## src/isort_pkg.sv

```systemverilog
// Package with shared constants and types of the insertion sorter.
package isort_pkg;

  localparam int unsigned DEPTH = 16;
  localparam int unsigned KEY_W = 32;

  typedef struct packed {
    logic insert;
    logic shift;
  } cell_ctrl_t;

endpackage

```

## src/isort_cell.sv

```systemverilog
// One compare-and-shift cell of the insertion sorter chain.
module isort_cell (
  input  logic                                 clk_i,
  input  logic                                 rst_ni,
  input  isort_pkg::cell_ctrl_t                ctrl_i,
  input  logic signed [isort_pkg::KEY_W-1:0]   new_key_i,
  input  logic signed [isort_pkg::KEY_W-1:0]   left_key_i,
  input  logic                                 left_valid_i,
  input  logic                                 left_gt_i,
  input  logic signed [isort_pkg::KEY_W-1:0]   right_key_i,
  input  logic                                 right_valid_i,
  output logic signed [isort_pkg::KEY_W-1:0]   key_o,
  output logic                                 valid_o,
  output logic                                 gt_o
);

  logic signed [isort_pkg::KEY_W-1:0] key_q, key_d;
  logic                               valid_q, valid_d;

  // The cell holds a key greater than the one being inserted.
  assign gt_o = valid_q && (key_q > new_key_i);

  always_comb begin
    key_d   = key_q;
    valid_d = valid_q;
    if (ctrl_i.shift) begin
      key_d   = right_key_i;
      valid_d = right_valid_i;
    end else if (ctrl_i.insert && (!valid_q || gt_o)) begin
      // Empty cells and cells with larger keys move up; the new key lands
      // where the left neighbor is no longer larger.
      key_d   = left_gt_i ? left_key_i : new_key_i;
      valid_d = valid_q || left_valid_i;
    end
  end

  always_ff @(posedge clk_i or negedge rst_ni) begin
    if (!rst_ni) begin
      valid_q <= 1'b0;
    end else begin
      valid_q <= valid_d;
    end
  end

  always_ff @(posedge clk_i) begin
    key_q <= key_d;
  end

  assign key_o   = key_q;
  assign valid_o = valid_q;

endmodule

```

## src/insertion_sorter.sv

```systemverilog
// Top level of the streaming insertion sorter built from a chain of cells.
//
//   Channel  Dir  tdata                    tlast
//   s_axis   in   [31:0] key_value         set_end
//   m_axis   out  [31:0] sorted_key        run_end
//
// Loading accepts one key per cycle: every cell compares its key with the
// incoming one in parallel and the chain opens a gap in a single step.
// The key that ends a set (set_end, or the key that fills all DEPTH cells)
// switches the chain to draining, which shifts one key toward cell 0 each
// cycle that the master side accepts a transaction; s_axis_tready is low
// while draining. Output stalls simply hold the chain. Reset clears the
// valid bits of all cells and the drain flag; key registers are not
// reset.
module insertion_sorter (
  input  logic        clk_i,
  input  logic        rst_ni,
  input  logic        s_axis_tvalid,
  output logic        s_axis_tready,
  input  logic [31:0] s_axis_tdata,   // [31:0] key_value
  input  logic        s_axis_tlast,   // set_end
  output logic        m_axis_tvalid,
  input  logic        m_axis_tready,
  output logic [31:0] m_axis_tdata,   // [31:0] sorted_key
  output logic        m_axis_tlast    // run_end
);

  localparam int unsigned N = isort_pkg::DEPTH;

  logic signed [isort_pkg::KEY_W-1:0] key_w   [N];
  logic [N-1:0]                       valid_w;
  logic [N-1:0]                       gt_w;
  logic signed [isort_pkg::KEY_W-1:0] new_key;
  isort_pkg::cell_ctrl_t              ctrl;
  logic                               drain_q, drain_d;
  logic                               in_fire, out_fire;

  assign new_key = $signed(s_axis_tdata);

  // Inputs are taken only while loading; the chain is busy when draining.
  assign s_axis_tready = !drain_q;
  assign in_fire       = s_axis_tvalid && s_axis_tready;

  // Cell 0 always holds the smallest remaining key during the drain.
  assign m_axis_tvalid = drain_q && valid_w[0];
  assign m_axis_tdata  = key_w[0];
  assign m_axis_tlast  = !valid_w[1];
  assign out_fire      = m_axis_tvalid && m_axis_tready;

  assign ctrl.insert = in_fire;
  assign ctrl.shift  = out_fire;

  // Enter the drain on the set's final key, or when this key fills the
  // chain (the cell next to the top was already occupied). Leave it once
  // the final key has been handed over.
  always_comb begin
    drain_d = drain_q;
    if (in_fire && (s_axis_tlast || valid_w[N-2])) begin
      drain_d = 1'b1;
    end else if (out_fire && m_axis_tlast) begin
      drain_d = 1'b0;
    end
  end

  always_ff @(posedge clk_i or negedge rst_ni) begin
    if (!rst_ni) begin
      drain_q <= 1'b0;
    end else begin
      drain_q <= drain_d;
    end
  end

  for (genvar i = 0; i < N; i++) begin : g_cell
    logic signed [isort_pkg::KEY_W-1:0] left_key, right_key;
    logic                               left_valid, left_gt, right_valid;

    if (i == 0) begin : g_first
      assign left_key   = new_key;
      assign left_valid = 1'b1;
      assign left_gt    = 1'b0;
    end else begin : g_mid_l
      assign left_key   = key_w[i-1];
      assign left_valid = valid_w[i-1];
      assign left_gt    = gt_w[i-1];
    end

    if (i == N - 1) begin : g_last
      assign right_key   = key_w[i];
      assign right_valid = 1'b0;
    end else begin : g_mid_r
      assign right_key   = key_w[i+1];
      assign right_valid = valid_w[i+1];
    end

    isort_cell u_cell (
      .clk_i         (clk_i),
      .rst_ni        (rst_ni),
      .ctrl_i        (ctrl),
      .new_key_i     (new_key),
      .left_key_i    (left_key),
      .left_valid_i  (left_valid),
      .left_gt_i     (left_gt),
      .right_key_i   (right_key),
      .right_valid_i (right_valid),
      .key_o         (key_w[i]),
      .valid_o       (valid_w[i]),
      .gt_o          (gt_w[i])
    );
  end

  // Occupied cells always form one run starting at cell 0.
  a_valid_contig: assert property (@(posedge clk_i) disable iff (!rst_ni)
    ((valid_w >> 1) & ~valid_w) == '0)
    else $error("chain has a hole in its occupied cells");

  // The two lowest cells stay in ascending order.
  a_order: assert property (@(posedge clk_i) disable iff (!rst_ni)
    valid_w[1] |-> (key_w[0] <= key_w[1]))
    else $error("chain is out of order");

  // A final key starts the drain.
  a_end_drains: assert property (@(posedge clk_i) disable iff (!rst_ni)
    (in_fire && s_axis_tlast) |=> drain_q)
    else $error("set end did not start the drain");

  // Handing over the final key empties the chain and resumes loading.
  a_drain_done: assert property (@(posedge clk_i) disable iff (!rst_ni)
    (out_fire && m_axis_tlast) |=> (!drain_q && valid_w == '0))
    else $error("chain not empty after the final key");

  // No drain runs on an empty chain.
  a_drain_nonempty: assert property (@(posedge clk_i) disable iff (!rst_ni)
    drain_q |-> valid_w[0])
    else $error("drain with an empty chain");

endmodule

```

## config.mk

```make
export PLATFORM = sky130hd
export DESIGN_NAME = insertion_sorter
export DESIGN_NICKNAME = d
export VERILOG_FILES = /design/src/isort_pkg.sv /design/src/isort_cell.sv /design/src/insertion_sorter.sv
export SDC_FILE = /design/constraint.sdc
export NUM_CORES = 2
export LEC_CHECK = 0
export BUFFER_PORTS_ARGS = -buffer_cell sky130_fd_sc_hd__buf_4
export CELL_PAD_IN_SITES_DETAIL_PLACEMENT = 1
export CELL_PAD_IN_SITES_GLOBAL_PLACEMENT = 1
export CORE_UTILIZATION = 46
export CTS_CLUSTER_SIZE = 12
export DETAILED_ROUTE_END_ITERATION = 12
export GPL_TIMING_DRIVEN = 0
export PLACE_DENSITY_LB_ADDON = 0.1
export SETUP_SLACK_MARGIN = 0.1
export SYNTH_ARGS = -nofsm -noshare
export SYNTH_HDL_FRONTEND = slang
export SYNTH_HIERARCHICAL = 1
export SYNTH_SLANG_ARGS = --single-unit
```

## constraint.sdc

```tcl
create_clock -name clk_i -period 4.7 [get_ports clk_i]
set_clock_uncertainty 0.05 [all_clocks]
set_input_delay 0.705 -clock clk_i [delete_from_list [all_inputs] [get_ports clk_i]]
set_output_delay 0.705 -clock clk_i [all_outputs]
set_load 0.1 [all_outputs]
```

== After elaboration in Yosys (flattened, before gate mapping) ==
Cells that the tools add are included.
W data, S select, Z words.
Cells by class
  magnitude comparators: 16
  multiplexer cells: 79
  bitwise operators: 1
  reduce and logical (&&, ||, !) cells: 104
Operator list (number)
  $mux W32: 45
  $gt A32 B32 Y1: 16
  $logic_and A1 B1 Y1: 37
  $mux W1: 34
  $reduce_bool A2 Y1: 17
  $logic_or A1 B1 Y1: 32
  $logic_not A1 Y1: 17
  $reduce_and A2 Y1: 1
  $not A1 Y1: 1
Word-level totals
  register bits after elaboration: 529
  input bits: 37
  output and inout bits: 35
  word-level logic and storage cells: 233

== Logic depth before layout (Yosys ltp) ==
  depth in word-level cells: 6
  depth in mapped cells: 12
  gate-level depth less buffers: 10

== By module ==
The synthesis kept the hierarchy.
By module, submodules not included
  isort_cell: times used 16, cells each 264, area an instance 2492.4 um2, seq. area each 985.9 um2
  insertion_sorter: times used 1, cells each 10, area an instance 85.1 um2, seq. area each 25.0 um2

== Worst setup path after synthesis ==
No wires, ideal clock.
  path type: reg-to-reg
  start point: register g_cell[0].u_cell.key_q (netlist bit g_cell[0].u_cell/key_o[13])
  end point: register g_cell[0].u_cell.key_q (netlist bit g_cell[0].u_cell/key_o[0]) (enable)
  setup time: 0.470 ns
  data arrival time: 4.941 ns
  data required time: 4.180 ns
  slack: -0.761 ns
  stages on the path, launching flop included: 8
  path buffers: 0
  clock period less this slack: 5.461 ns
  cell sequence: edfxtp_1 > ha_1 > and3_1 > a221o_1 > a21o_1 > o31a_1 > o21a_1 > o31ai_1
On the way
  cells in the longest elaborated chain, start to end: 5
Ends and longest elaborated chain
  from (decl): line isort_cell.sv:17  | logic signed [isort_pkg::KEY_W-1:0] key_q, key_d;
  from (signal assigned): line isort_cell.sv:46  | key_q <= key_d;
  $gt A32 B32 Y1: line isort_cell.sv:21  | assign gt_o = valid_q && (key_q > new_key_i);
  $logic_and A1 B1 Y1: line isort_cell.sv:21
  $logic_or A1 B1 Y1: line isort_cell.sv:29  | end else if (ctrl_i.insert && (!valid_q || gt_o)) begin
  $logic_and A1 B1 Y1: line isort_cell.sv:29
  $reduce_bool A2 Y1 (no source line)
Every way passes these cells.
A chain may end at the register's enable or synchronous reset.

== Worst setup path in the final report ==
  start point: input s_axis_tdata[31]
  end point: register g_cell[12].u_cell.key_q (netlist bit g_cell[12].u_cell/key_o[26]) (data pin)
On the way
  cells in the longest elaborated chain, start to end: 5
Ends and longest elaborated chain
  from (decl): line insertion_sorter.sv:20  | input logic [31:0] s_axis_tdata,
  $gt A32 B32 Y1: line isort_cell.sv:21
  $logic_and A1 B1 Y1: line isort_cell.sv:21
  via g_cell[12].left_gt: line insertion_sorter.sv:75  | logic left_valid, left_gt, right_valid;
  $mux W32: line isort_cell.sv:32  | key_d = left_gt_i ? left_key_i : new_key_i;
  $mux W32: line isort_cell.sv:29
  $mux W32: line isort_cell.sv:26  | if (ctrl_i.shift) begin
  via g_cell[12].u_cell.key_d, one bit: line isort_cell.sv:17
  to (signal assigned): line isort_cell.sv:46
  to (decl): line isort_cell.sv:17
The timed path passes the listed nets, and every way through them passes these cells. The select of a mux whose other input is x is not followed.

==> results.py <==
metrics = {
    "run_status": {
        "status": "finished clean",
    },
    "sta": {
        "relSlewSlack_pct": 13.0,
        "drv_slew": 0,
        "period_needed_ps": 4390,
        "finalWorstSetupSlack_ps": 310,
        "max_freq_mhz": 228,
        "hold_viol": 0,
        "rsz0062_at_grt": "false",
        "period_share_pct": 93.4,
        "max_slew.worst_pin.slew_ps": 1300,
        "setup_violations": 0,
    },
    "placement": {
        "gp_congestion": 0.847,
        "placed_area_sq_um": 42500,
        "hpwl_mm": 103,
        "port_buffers": 71,
        "post-place-ws_ps": -211,
    },
    "routing": {
        "first_pass_iters": 5,
        "routed-wl-met3_mm": 7.09,
        "drc_errors": 0,
        "dr.first_iter.drc_count": 2570,
        "met2WireLength_mm": 69.6,
        "antenna_left": 0,
        "drt-met1-wl_mm": 59.3,
        "highest_layer": "met4",
        "wirelength_mm": 140,
        "wl_per_cell_um": 25.1,
        "num_vias": 33514,
        "vias_per_cell": 6.00,
    },
    "clock_network": {
        "root_buffer": "clkbuf_16",
        "cts.clk_slew.worst_paths_ps": 60,
        "cts_resized": 0,
        "cts.sinks": 529,
        "numCtsBuffers": 66,
        "cts_buffer_depth": 3,
        "htreeDepth": 3,
        "cts_tree": "built",
        "worstSkewPairLatency_ps": 620,
    },
    "floorplanning": {
        "start_util_pct": 46.7,
        "core_area_sq_um": 85500,
        "rows": 107,
        "dieArea_sq_um": 88000,
        "die_y_um": 297,
        "ios": 72,
        "die_w_um": 297,
    },
    "final_layout": {
        "fin_nets": 4941,
        "seqCellArea_sq_um": 15800,
        "multi_input_area_sq_um": 21700,
        "final_layout_size_suffix_gt1_share_pct": 4.97,
        "diodes": 0,
        "stdcell_area_sq_um": 44700,
        "syn_to_final_growth_pct": 12.0,
        "fillCellCount": 9759,
    },
    "power": {
        "pwr_density_cell_nw_per_um2": 688,
        "irDropWorstVdd_mv": 0.406,
        "power.internal_mw": 17.1,
        "combPwrFrac_pct": 44.8,
        "p_clk_share_pct": 17.3,
        "switching_power_mw": 13.7,
        "power.total_mw": 30.8,
        "power_leakage_nw": 18.4,
        "share_seq_of_total_power_pct": 37.9,
        "swShare_pct": 44.3,
    },
    "setup_path": {
        "r2r_end": "g_cell[12].u_cell/key_o[26]",
        "crit_path_cell_trace": "buf_4 -> inv_1 -> ha_1 -> nand4_1 -> nor4_1 -> o31a_1 -> nor4_1 -> nor3_1 -> clkbuf_1 -> buf_1 -> mux2i_1 -> o21ai_0",
        "endpoint_kind": "register",
        "r2r_cells": 10,
        "rrSetupSlack_ps": 550,
        "worstPathMaxFanout": 33,
        "required_ps": 4970,
        "regToRegStartpoint": "g_cell[11].u_cell/key_o[23]",
        "start_kind": "input port",
        "critPathMaxStageDelay_ps": 720,
        "critPathSlowestCell": "nor4_1",
        "crit_top_cell": "nor4_1",
        "critPathKind": "in2reg",
        "worstPathArrival_ps": 4660,
    },
    "global_routing": {
        "grt_pass1_vias": 34779,
        "grt_max_degree": 66,
        "grt_pass1_wl_mm": 212,
        "overflow": 0,
        "antenna_found_initial": 4,
        "grt.total_usage_pct": 31.3,
    },
    "hold_path": {
        "hold_end": "drain_q",
        "holdPathStages": 3,
        "hold_start": "s_axis_tvalid",
        "min-delay-path-class": "in2reg",
    },
    "synthesis": {
        "syn_area_sq_um": 40000,
        "synth_area_per_cell_sq_um": 9.44,
        "synth_warnings": 6,
        "netlist_instances": 4232,
    },
    "job": {
        "drv_cap": 0,
    },
}
==> power groups by stage <==
stage | logic, mW | registers, mW | clock network [mW]
finish | 13.8 | 11.7 | 5.33
global route | 15.2 | 11.9 | 5.57
CTS | 13.7 | 11.7 | 5.41
detailed placement | 13.5 | 11.8 | 0
global placement | 12.5 | 11.9 | 0
floorplan | 8.79 | 11.0 | 0
==> repair_timing <==
action,CTS,global route
endpoints found under the setup margin,0,0
buffers inserted,0,0
hold buffers,1,0
endpoints found under the hold margin,3,0
==> metrics by stage <==
| step | hold slack, ps | TNS [ps] | util (%) | instances |
|---|---|---|---|---|
| 6_report | 365 | 0 | 52.3 | 5590 |
| 3_5_place_dp | 507 | -18240 | 49.7 | 5467 |
| 2_1_floorplan | 359 | 0 | - | 4233 |
| 5_1_grt | 360 | 0 | 52.3 | 5590 |
| 4_1_cts | 326 | 0 | 52.3 | 5590 |
| 3_3_place_gp | 505 | -452880 | 49.1 | 5448 |
==> how the worst max path moves through the flow <==
stage	start	to	slack [ps]	cells past startpoint
6_report	s_axis_tdata[31]	g_cell[12].u_cell/key_o[26]	310	12
5_1_grt	s_axis_tdata[7]	g_cell[10].u_cell/key_o[9]	150	13
4_1_cts	s_axis_tdata[31]	g_cell[12].u_cell/key_o[26]	370	12
3_5_place_dp	s_axis_tdata[13]	g_cell[9].u_cell/key_o[1]	-210	13
3_3_place_gp	s_axis_tdata[13]	g_cell[9].u_cell/key_o[21]	-990	9
2_1_floorplan	g_cell[0].u_cell/key_o[13]	g_cell[0].u_cell/key_o[0]	230	7
==> per-layer routing <==
layer	vias up	global-route usage (%)
li1	15565	-
met1	16741	39.9
met2	919	54.8
met3	289	3.79
met4	0	10.2
met5	-	0
==> cells in the final DEF, fill, tap and decap left out, drive strengths merged, types with 17 or more instances in the layout <==
cell type / n
a21o: 48
a21oi: 224
and3: 17
buf: 138
clkbuf: 213
clkinv: 25
dfrtp: 17
edfxtp: 512
ha: 512
inv: 550
mux2i: 512
nand2: 639
nand3: 96
nand4: 80
nor4: 48
o21ai: 561
==> sequential cells by signal, indices dropped and copies added, names as in the netlist <==
name	cells
g_cell.u_cell/valid_o	16
drain_q	1
g_cell.u_cell/key_o	512
==> worst max-delay path, delay by kind of cell <==
family / cells / cell delay (ps)
mux: 1 / 320
buf+inv: 4 / 1620
compound gates: 2 / 460
simple gates: 4 / 1140
fa+ha+maj: 1 / 370
==> final cells by class <==
type | count | share of cell area, %
clock buffers | 85 | 4.01
flip-flops and latches | 529 | 35.3
clock inverters | 37 | 0.909
plain buffers | 176 | 1.48
well taps | 1144 | 3.20
repair buffers | 91 | 2.08
inverters | 546 | 4.58
multi-input cells | 2982 | 48.4
No activity file was read; power rests on OpenSTA's default activity.
